File: src/chunk_header_parser_assert.svh
// Assertion macros for the chunk header parser.
// Used by the top level only; no other dependencies.
`ifndef CHUNK_HEADER_PARSER_ASSERT_SVH
`define CHUNK_HEADER_PARSER_ASSERT_SVH
`ifndef NO_ASSERTIONS
`define CHP_ASSERT_IMPL(label, clk, rst, a, c) \
  label: assert property (@(posedge clk) disable iff (rst) (a) |-> (c)) \
    else $error("assertion failed");
`define CHP_ASSERT_NEXT(label, clk, rst, a, c) \
  label: assert property (@(posedge clk) disable iff (rst) (a) |=> (c)) \
    else $error("assertion failed");
`else
`define CHP_ASSERT_IMPL(label, clk, rst, a, c)
`define CHP_ASSERT_NEXT(label, clk, rst, a, c)
`endif
`endif

File: src/chp_pkg.sv
// Shared types and constants of the chunk header parser.
// No dependencies.
`timescale 1ns / 1ps
`default_nettype none
package chp_pkg;
  localparam int ENTRIES = 16;
  localparam int SLOT_W = (ENTRIES > 1) ? $clog2(ENTRIES) : 1;
  localparam logic [23:0] TS_EXTENDED = 24'hffffff;
  localparam logic [1:0] ST_COMPLETE = 2'd0;
  localparam logic [1:0] ST_TRUNCATED = 2'd1;
  localparam logic [1:0] ST_FULL = 2'd2;

  // Parsed header as handed from front to back
  typedef struct packed {
    logic        truncated;
    logic [1:0]  fmt;
    logic [16:0] channel;
    logic [31:0] time_val;
    logic [23:0] size;
    logic [7:0]  kind;
    logic [31:0] stream;
    logic [4:0]  nbytes;
  } hdr_t;

  typedef struct packed {
    logic [1:0]  status;
    logic [1:0]  fmt;
    logic [16:0] channel;
    logic [31:0] time_val;
    logic [23:0] size;
    logic [7:0]  kind;
    logic [31:0] stream;
    logic [4:0]  nbytes;
    logic        had;
  } res_t;

  function automatic logic [4:0] msg_len(input logic [1:0] f);
    unique case (f)
      2'd0: msg_len = 5'd11;
      2'd1: msg_len = 5'd7;
      2'd2: msg_len = 5'd3;
      default: msg_len = 5'd0;
    endcase
  endfunction
endpackage
`default_nettype wire

File: src/chp_front.sv
// Byte assembler: collects header bytes into a parsed header request.
// Depends on chp_pkg.
`timescale 1ns / 1ps
`default_nettype none
module chp_front (
  input  wire logic          clk,
  input  wire logic          rst,
  input  wire logic [7:0]    data_byte,
  input  wire logic          header_start,
  input  wire logic          in_valid,
  output logic               in_ready,
  output chp_pkg::hdr_t      hdr,
  output logic               hdr_valid,
  input  wire logic          hdr_ready
);
  import chp_pkg::*;

  logic [4:0] byte_position, needed_bytes, id_len, q;
  logic       assembling;
  hdr_t       part;
  logic [4:0] pos_next, need_next;
  hdr_t       part_next;
  logic       done;
  logic       take, short_hdr, push;
  logic [16:0] start_chan;
  hdr_t       hdr_next;

  assign in_ready = !hdr_valid || hdr_ready;
  assign take = in_valid && in_ready;
  assign start_chan = (data_byte[5:1] == 5'd0) ? 17'd64 : {11'd0, data_byte[5:0]};
  // format 3 with a one-byte id completes on its start byte
  assign short_hdr = (data_byte[7:6] == 2'd3) && (data_byte[5:1] != 5'd0);
  assign id_len = needed_bytes - msg_len(part.fmt) -
                  ((part.fmt == 2'd0 && needed_bytes >= 5'd16) ? 5'd4 : 5'd0);
  assign q = byte_position - id_len;

  // Next-state of the partial header for a non-start byte
  always_comb begin
    part_next = part;
    need_next = needed_bytes;
    pos_next = byte_position + 5'd1;
    if (byte_position < id_len) begin
      if (byte_position == 5'd1) part_next.channel = 17'd64 + {9'd0, data_byte};
      else if (byte_position == 5'd2)
        part_next.channel = part.channel + {1'b0, data_byte, 8'd0};
    end else if (q <= 5'd2) begin
      part_next.time_val = {8'd0, part.time_val[15:0], data_byte};
      if (q == 5'd2 && part.fmt == 2'd0 && {part.time_val[15:0], data_byte} == TS_EXTENDED)
        need_next = needed_bytes + 5'd4;
    end else if (q <= 5'd5) begin
      part_next.size = {part.size[15:0], data_byte};
    end else if (q == 5'd6) begin
      part_next.kind = data_byte;
    end else if (q <= 5'd10) begin
      part_next.stream = part.stream | ({24'd0, data_byte} << {q[1:0] - 2'd3, 3'd0});
    end else if (q == 5'd11) begin
      part_next.time_val = {24'd0, data_byte};
    end else begin
      part_next.time_val = {part.time_val[23:0], data_byte};
    end
    done = pos_next >= need_next;
  end

  // Header handed to the table stage
  always_comb begin
    hdr_next = part_next;
    hdr_next.nbytes = need_next;
    push = 1'b0;
    if (take && header_start) begin
      if (assembling) begin
        hdr_next = part;
        hdr_next.truncated = 1'b1;
        hdr_next.nbytes = byte_position;
        push = 1'b1;
      end else if (short_hdr) begin
        hdr_next = '{1'b0, 2'd3, start_chan, 32'd0, 24'd0, 8'd0, 32'd0, 5'd1};
        push = 1'b1;
      end
    end else if (take && assembling && done) begin
      push = 1'b1;
    end
  end

  always_ff @(posedge clk) begin
    if (rst) begin
      assembling <= 1'b0;
      hdr_valid <= 1'b0;
      byte_position <= 5'd0;
      needed_bytes <= 5'd0;
    end else begin
      if (push) hdr_valid <= 1'b1;
      else if (hdr_ready) hdr_valid <= 1'b0;
      if (push) hdr <= hdr_next;
      if (take) begin
        if (header_start) begin
          if (assembling) begin
            assembling <= 1'b0;
          end else begin
            part <= '{1'b0, data_byte[7:6], start_chan, 32'd0, 24'd0, 8'd0, 32'd0, 5'd0};
            needed_bytes <= msg_len(data_byte[7:6]) +
              ((data_byte[5:0] == 6'd0) ? 5'd2 : (data_byte[5:0] == 6'd1) ? 5'd3 : 5'd1);
            byte_position <= 5'd1;
            assembling <= !short_hdr;
          end
        end else if (assembling) begin
          part <= part_next;
          needed_bytes <= need_next;
          byte_position <= pos_next;
          if (done) assembling <= 1'b0;
        end
      end
    end
  end
endmodule
`default_nettype wire

File: src/chp_back.sv
// Table stage: looks up previous headers, resolves and writes back.
// Depends on chp_pkg.
`timescale 1ns / 1ps
`default_nettype none
module chp_back (
  input  wire logic          clk,
  input  wire logic          rst,
  input  chp_pkg::hdr_t      hdr,
  input  wire logic          hdr_valid,
  output logic               hdr_ready,
  output chp_pkg::res_t      res,
  output logic               res_valid,
  input  wire logic          res_ready
);
  import chp_pkg::*;

  typedef enum logic [1:0] {S_IDLE, S_SCAN, S_READ, S_OUT} state_t;
  state_t state;

  logic [ENTRIES-1:0] slot_used;
  logic [16:0] slot_channel [ENTRIES];
  logic [95:0] slot_data [ENTRIES];
  logic [95:0] rd;
  hdr_t cur;
  logic [SLOT_W-1:0] idx, hit, fre;
  logic found, got_free;
  logic [31:0] pt, t;
  logic [23:0] ps, s;
  logic [7:0]  pk, k;
  logic [31:0] pm, m;
  logic [1:0]  status;
  logic        last;
  logic        out_fire;

  assign hdr_ready = (state == S_IDLE);
  assign last = ({{(32-SLOT_W){1'b0}}, idx} == ENTRIES - 1);
  assign {pt, ps, pk, pm} = found ? rd : 96'd0;
  assign status = found ? ST_COMPLETE : (got_free ? ST_COMPLETE : ST_FULL);
  assign out_fire = (state == S_OUT) && (!res_valid || res_ready);

  // Field resolution by format
  always_comb begin
    unique case (cur.fmt)
      2'd0: begin t = cur.time_val; s = cur.size; k = cur.kind; m = cur.stream; end
      2'd1: begin t = pt + cur.time_val; s = cur.size; k = cur.kind; m = pm; end
      2'd2: begin t = pt + cur.time_val; s = ps; k = pk; m = pm; end
      default: begin t = pt; s = ps; k = pk; m = pm; end
    endcase
  end

  // Previous-value memory read
  always_ff @(posedge clk) rd <= slot_data[hit];

  always_ff @(posedge clk) begin
    if (rst) begin
      state <= S_IDLE;
      res_valid <= 1'b0;
      slot_used <= '0;
    end else begin
      if (out_fire) res_valid <= 1'b1;
      else if (res_ready) res_valid <= 1'b0;
      unique case (state)
        S_IDLE: if (hdr_valid) begin
          cur <= hdr;
          idx <= '0;
          found <= 1'b0;
          got_free <= 1'b0;
          if (hdr.truncated) begin
            state <= S_OUT;
          end else begin
            state <= S_SCAN;
          end
        end
        S_SCAN: begin
          // one slot per cycle, first match wins
          if (!found && slot_used[idx] && slot_channel[idx] == cur.channel) begin
            found <= 1'b1;
            hit <= idx;
          end
          if (!got_free && !slot_used[idx]) begin
            got_free <= 1'b1;
            fre <= idx;
          end
          if (last) state <= S_READ;
          else idx <= idx + 1'b1;
        end
        S_READ: state <= S_OUT;
        S_OUT: if (out_fire) begin
          state <= S_IDLE;
          if (cur.truncated) begin
            res <= '{ST_TRUNCATED, cur.fmt, cur.channel, cur.time_val, cur.size,
                     cur.kind, cur.stream, cur.nbytes, 1'b0};
          end else begin
            res <= '{status, cur.fmt, cur.channel, t, s, k, m, cur.nbytes, found};
            if (found || got_free) begin
              slot_used[found ? hit : fre] <= 1'b1;
            end
          end
        end
        default: state <= S_IDLE;
      endcase
    end
  end

  // Table write-back
  always_ff @(posedge clk) begin
    if (out_fire && !cur.truncated && (found || got_free)) begin
      slot_channel[found ? hit : fre] <= cur.channel;
      slot_data[found ? hit : fre] <= {t, s, k, m};
    end
  end
endmodule
`default_nettype wire

File: src/chunk_header_parser.sv
// Chunk header parser: a byte assembler front end feeding a table back end.
// Depends on chp_pkg, chp_front, chp_back and chunk_header_parser_assert.svh.
//
// Usage:
//   s_axis carries header bytes, one per request; tuser marks the first byte
//   of each header. m_axis carries one resolved header per completed or
//   truncated header. Bytes are taken one per cycle while the one-entry
//   queue toward the table stage is free. Closing a header takes it from the
//   queue, scans all ENTRIES slots of the table, reads the previous values
//   and then outputs the result; the front keeps assembling the next header
//   meanwhile, so for short headers the scan of the slot table sets the pace.
//   Truncation reports skip the scan and the read and go straight to output.
//   Reset empties the table (all slots free) and drops any partial header.
//   When m_axis stalls, the result register holds and the back end waits;
//   the front keeps taking bytes until its queue entry is full.
`timescale 1ns / 1ps
`default_nettype none
`include "chunk_header_parser_assert.svh"
module chunk_header_parser (
  input  wire logic          clk,
  input  wire logic          rst,
  input  wire logic          s_axis_tvalid,
  output logic               s_axis_tready,
  input  wire logic [7:0]    s_axis_tdata,   // data_byte
  input  wire logic          s_axis_tuser,   // header_start
  output logic               m_axis_tvalid,
  input  wire logic          m_axis_tready,
  // status[1:0], header_format[3:2], stream_channel[20:4], time_value[52:21],
  // message_size[76:53], message_kind[84:77], message_stream[116:85],
  // header_bytes[121:117], had_previous[122], zero fill up to 127
  output logic [127:0]       m_axis_tdata
);
  import chp_pkg::*;

  hdr_t hdr;
  logic hdr_valid, hdr_ready;
  res_t res;

  chp_front u_front (
    .clk, .rst, .data_byte(s_axis_tdata), .header_start(s_axis_tuser),
    .in_valid(s_axis_tvalid), .in_ready(s_axis_tready),
    .hdr, .hdr_valid, .hdr_ready
  );

  chp_back u_back (
    .clk, .rst, .hdr, .hdr_valid, .hdr_ready,
    .res, .res_valid(m_axis_tvalid), .res_ready(m_axis_tready)
  );

  assign m_axis_tdata = {5'd0, res.had, res.nbytes, res.stream, res.kind, res.size,
                         res.time_val, res.channel, res.fmt, res.status};

  `CHP_ASSERT_NEXT(a_hold, clk, rst, m_axis_tvalid && !m_axis_tready, m_axis_tvalid)
  `CHP_ASSERT_IMPL(a_status, clk, rst, m_axis_tvalid, res.status != 2'd3)
  `CHP_ASSERT_IMPL(a_trunc, clk, rst, m_axis_tvalid && res.status == ST_TRUNCATED, !res.had)
endmodule
`default_nettype wire
File: config.mk
export PLATFORM = sky130hd
export DESIGN_NAME = chunk_header_parser
export DESIGN_NICKNAME = d
export VERILOG_FILES = /design/src/chp_pkg.sv /design/src/chp_front.sv /design/src/chp_back.sv /design/src/chunk_header_parser.sv
export VERILOG_INCLUDE_DIRS = /design/src /design/src/src
export SDC_FILE = /design/constraint.sdc
export NUM_CORES = 2
export LEC_CHECK = 0
export ABC_AREA = 1
export BUFFER_PORTS_ARGS = -buffer_cell sky130_fd_sc_hd__buf_4
export CAP_MARGIN = 20
export CELL_PAD_IN_SITES_DETAIL_PLACEMENT = 1
export CELL_PAD_IN_SITES_GLOBAL_PLACEMENT = 1
export CORE_AREA = 4 4 473 475
export CTS_BUF_LIST = sky130_fd_sc_hd__clkbuf_8 sky130_fd_sc_hd__clkbuf_16
export DETAILED_ROUTE_END_ITERATION = 10
export DIE_AREA = 0 0 477 479
export HOLD_SLACK_MARGIN = 0.05
export PLACE_DENSITY_LB_ADDON = 0.25
export SLEW_MARGIN = 10
export SYNTH_ARGS = -nofsm -noshare
export SYNTH_HDL_FRONTEND = slang
export SYNTH_SLANG_ARGS = --single-unit
File: constraint.sdc
create_clock -name clk -period 9.3 [get_ports clk]
set_input_delay 0.465 -clock clk [delete_from_list [all_inputs] [get_ports clk]]
set_output_delay 0.465 -clock clk [all_outputs]
set_load 0.005 [all_outputs]
==> metrics.md <==
| Metric | Value |
|---|---|
| Most common cell after layout, fill and taps aside | sky130_fd_sc_hd__edfxtp_1 |
| Number of antenna violations at the first check in global routing | 11 |
| Register area share after synthesis | about three quarters |
| Count of endpoints failing hold in the final timing report | 0 |
| Fmax | roughly 0.18 GHz |
| Die Wd | 477 um |
| Overall overflow remaining after global route | 0 |
| Area of the core | approximately 0.22 mm2 |
| Worst hold-check path type | in -> reg |
| CTS tree | done |
| Worst Path Max Fanout | 121 |
| WP data arrival | 6.00 ns |
| Area share of the largest cell type after synthesis | 70.4% |
| Number of CTS-inserted buffers | 241 |
| Setup repair after global routing missed its margin | no |
| Share of power burned in registers | 50.4% |
| Global-route wire length before repair | roughly 450 mm |
| Final ANT Viol Nets | 0 |
| DRC violation count after routing | 0 |
| Top library cells by usage in the layout, fill and taps aside | sky130_fd_sc_hd__edfxtp_1, sky130_fd_sc_hd__nor2_1, sky130_fd_sc_hd__o21ai_0 |
| CP max stage cell | sky130_fd_sc_hd__buf_12 |
| Yosys synthesis warning count | 0 |
| Average wire per cell in the routed design | approximately 27 um |
| Average footprint of a synthesized cell | between 10 and 15 um2 |
| Vias/cell | approximately 6 |
| Number of distinct standard cells referenced by the synthesized netlist | 53 |
| Number of sinks driven by the clock tree | about 2400 |
| Share of layout cells above drive strength 1 | 9.32% |
| Switching fraction of total power | 24.4% |
| Number of maximum-capacitance violations | 0 |
| Number of buffers on the longest clock path | 3 |
| Count of flip-flops with a built-in enable after synthesis | approximately 2300 |
| Number of ports placed on the die boundary | 143 |
| Crit path cell chain | inv_1 -> nor2_1 -> fa_1 -> a21boi_0 -> nand2_1 -> xnor2_1 -> ha_1 -> a21oi_1 -> nand2_1 -> xnor2_2 -> nand2_2 -> nor2_4 -> nand3_1 -> xor2_1 -> ha_1 -> inv_1 -> o21bai_1 -> a21oi_1 -> o21bai_1 -> nand2_1 -> nand2_1 -> inv_1 -> nor2_4 -> buf_12 |
| Critical Path Max Stage Delay | 0.58 ns |
| Net Sw Power | about 6 mW |
| CTS root buffer | sky130_fd_sc_hd__clkbuf_16 |
| Cell taking the most area after synthesis | sky130_fd_sc_hd__edfxtp_1 |
| Placer Congestion | 0.906 |
| Number of setup violations in the final report | 0 |
| Internal portion of total power | approximately 19 mW |
| Accumulated negative setup slack | 0 ns |
| Critical path required time | 9.80 ns |
| Detailed Routing Iterations Pass 1 | 5 |
| Skew-Pair Late Insertion Delay | 0.89 ns |
| Run status | completed |
| Leakage dissipation | 38.7 nW |
| Die boundary height | 479 um |
| Most prevalent standard cell on the critical path | sky130_fd_sc_hd__nand2_1 |
| Main area contributors after synthesis | sky130_fd_sc_hd__edfxtp_1, sky130_fd_sc_hd__o21ai_0, sky130_fd_sc_hd__nor2_1 |
| Count of cells resized by post-cts repair | 0 |
| Pin count of the biggest net entering global routing | ~220 |
| Layout overhead on the synthesized area | 12.9% |
| Post-synthesis async set-or-reset flop share | 0% |
| Most used flip-flop cell after synthesis | sky130_fd_sc_hd__edfxtp_1 |
| Total detailed-routing wirelength | ~300 mm |
| Relative slew slack | 17.9% |
| Buffers and inverters on the worst path | 4 |
| Worst vdd rail ir drop | 0.205 mV |
| Effective utilization at floorplan | between 40% and 50% |
| Clock-pin transition on the worst setup and hold timing paths | 0.06 ns |
| Measured slew at the worst slew-check pin | 1.23 ns |
| Worst-case clock skew | about 0.068 ns |
| Setup CP Type | reg -> reg |
| Number of core rows | approximately 170 |
| Post-Synthesis Cell Area | 0.0982 mm2 |
| Total number of vias | 66041 |
| Post-layout total power | roughly 25 mW |
| All-layer global routing usage | about 26% |
| Worst hold margin | 0.139 ns |
| Number of cells produced by synthesis | 7911 |
| Quantity of I/O buffers inserted on ports | 137 |
| Crit-path leading delay family | adder cells |
| Final period util | 59.2% |
| Layout Nets | 8083 |
| DP Wirelength | between 150 and 200 mm |
| Overall die area | approximately 0.23 mm2 |
| Number of levels the H-tree was split into | 4 |
| Startpoint class of the critical path | register |
| Fraction of power consumed by combinational cells | under 10% |
| Slew Limit Fails | 0 |
| Yosys reg bits | 2433 |
| Endpoint kind of the worst setup timing path | register |
| Final worst path period need | between 5 and 6 ns |
| Share of the core filled with cells | 50.6% |
| Vias in the first global route | about 68000 |
| Starting DRT DRC Count | between 6000 and 7000 |
| Fillers | 22121 |
| Share of total power in the clock network | 40.7% |
| PD cells | 221 mW/mm2 |
per-layer routing:
layer | GRT usage, % | vias up | share of wire [%]
li1 | - | 28992 | -
met1 | 36.4 | 34206 | 43
met2 | 42.6 | 2357 | 48
met3 | 3.04 | 486 | 6.1
met4 | 8.05 | 0 | 3.0
met5 | 0 | - | 0
Yosys cell counts (18+ instances only):
| library cell | number |
|---|---|
| sky130_fd_sc_hd__edfxtp_1 | 2302 |
| sky130_fd_sc_hd__nor2_1 | 1100 |
| sky130_fd_sc_hd__o21ai_0 | 1064 |
| sky130_fd_sc_hd__nand2_1 | 965 |
| sky130_fd_sc_hd__inv_1 | 410 |
| sky130_fd_sc_hd__nand3_1 | 387 |
| sky130_fd_sc_hd__clkbuf_1 | 386 |
| sky130_fd_sc_hd__o221ai_1 | 266 |
| sky130_fd_sc_hd__o22ai_1 | 187 |
| sky130_fd_sc_hd__a21oi_1 | 173 |
| sky130_fd_sc_hd__o211ai_1 | 145 |
| sky130_fd_sc_hd__dfxtp_1 | 131 |
| sky130_fd_sc_hd__ha_1 | 75 |
| sky130_fd_sc_hd__buf_2 | 49 |
| sky130_fd_sc_hd__buf_1 | 44 |
| sky130_fd_sc_hd__o21ai_1 | 40 |
| sky130_fd_sc_hd__a22oi_1 | 18 |
cells by family (layout without fill, tap and decap cells):
logic type                 Yosys count  in the layout  share of synthesized area, %
and+or+nand+nor                   2512           2512                          10.3
DFF                               2433           2433                          73.1
AOI/OAI and AO/OA                 1937           1937                          11.7
buffers and inverters              929           1219                          3.75
adders and majority gates           79             79                          1.04
xor gates and xnor gates            19             19                         0.185
other                                1              6                       0.00382
muxes                                1              1                        0.0115
area by class of cell:
type	count	area (um2)	share of cell area (%)
Clock buffer	266	6400	5.77
Multi-Input combinational cell	4553	23000	20.7
Clock inverter	191	1760	1.59
Inverter	425	1630	1.47
Timing Repair Buffer	337	2800	2.52
Tap cell	2871	3590	3.24
Antenna cell	1	2.50	0.00226
Sequential cell	2433	71800	64.7
sequential cells by signal, summed over array words and instances (netlist names), 5 cells and up, named ones only:
register,count
u_back.slot_data,1536
u_back.slot_channel,272
u_back.res,123
u_back.cur,121
u_front.hdr,121
u_front.part,115
u_back.rd,96
u_back.slot_used,16
u_front.byte_position,5
u_front.needed_bytes,5
power by group through the flow:
| stage | Clock [mW] | Sequential [mW] | Combinational, mW |
|---|---|---|---|
| finish | 9.99 | 12.4 | 2.19 |
| global route | 10.6 | 12.4 | 2.43 |
| CTS | 10.1 | 12.4 | 2.18 |
| detailed placement | 0 | 12.6 | 2.15 |
| global placement | 0 | 12.6 | 2.08 |
| floorplan | 0 | 12.5 | 1.41 |
repair_timing:
item                       in CTS  in global routing
hold buffers                    5                  0
setup endpoints to repair       0                  0
hold endpoints to repair       55                  0
setup buffers                   0                  0
through the flow:
stage	setup WS, ns	cell area, um2	instances
after global placement	3.86	103000	10604
final	3.79	111000	11077
after detailed placement	3.85	103000	10604
after CTS	3.84	111000	11066
after floorplan	2.10	98200	7915
after global routing	3.43	111000	11077
tightest hold or removal path: stages:
cell and delay (ns):
sky130_fd_sc_hd__buf_4 0.20, sky130_fd_sc_hd__nand2_1 0.11, sky130_fd_sc_hd__inv_1 0.04
final timing paths:
path                     start  slack, ns  cells after the start                end
max          u_front.part[118]       3.79                     24    u_front.hdr[58]
min            s_axis_tdata[7]       0.14                      3  u_front.part[119]
max reg2reg  u_front.part[118]       3.79                     24    u_front.hdr[58]
min reg2reg    u_front.hdr[56]       0.41                      0     u_back.cur[56]
Note: power is estimated with default switching activity, not from simulation.
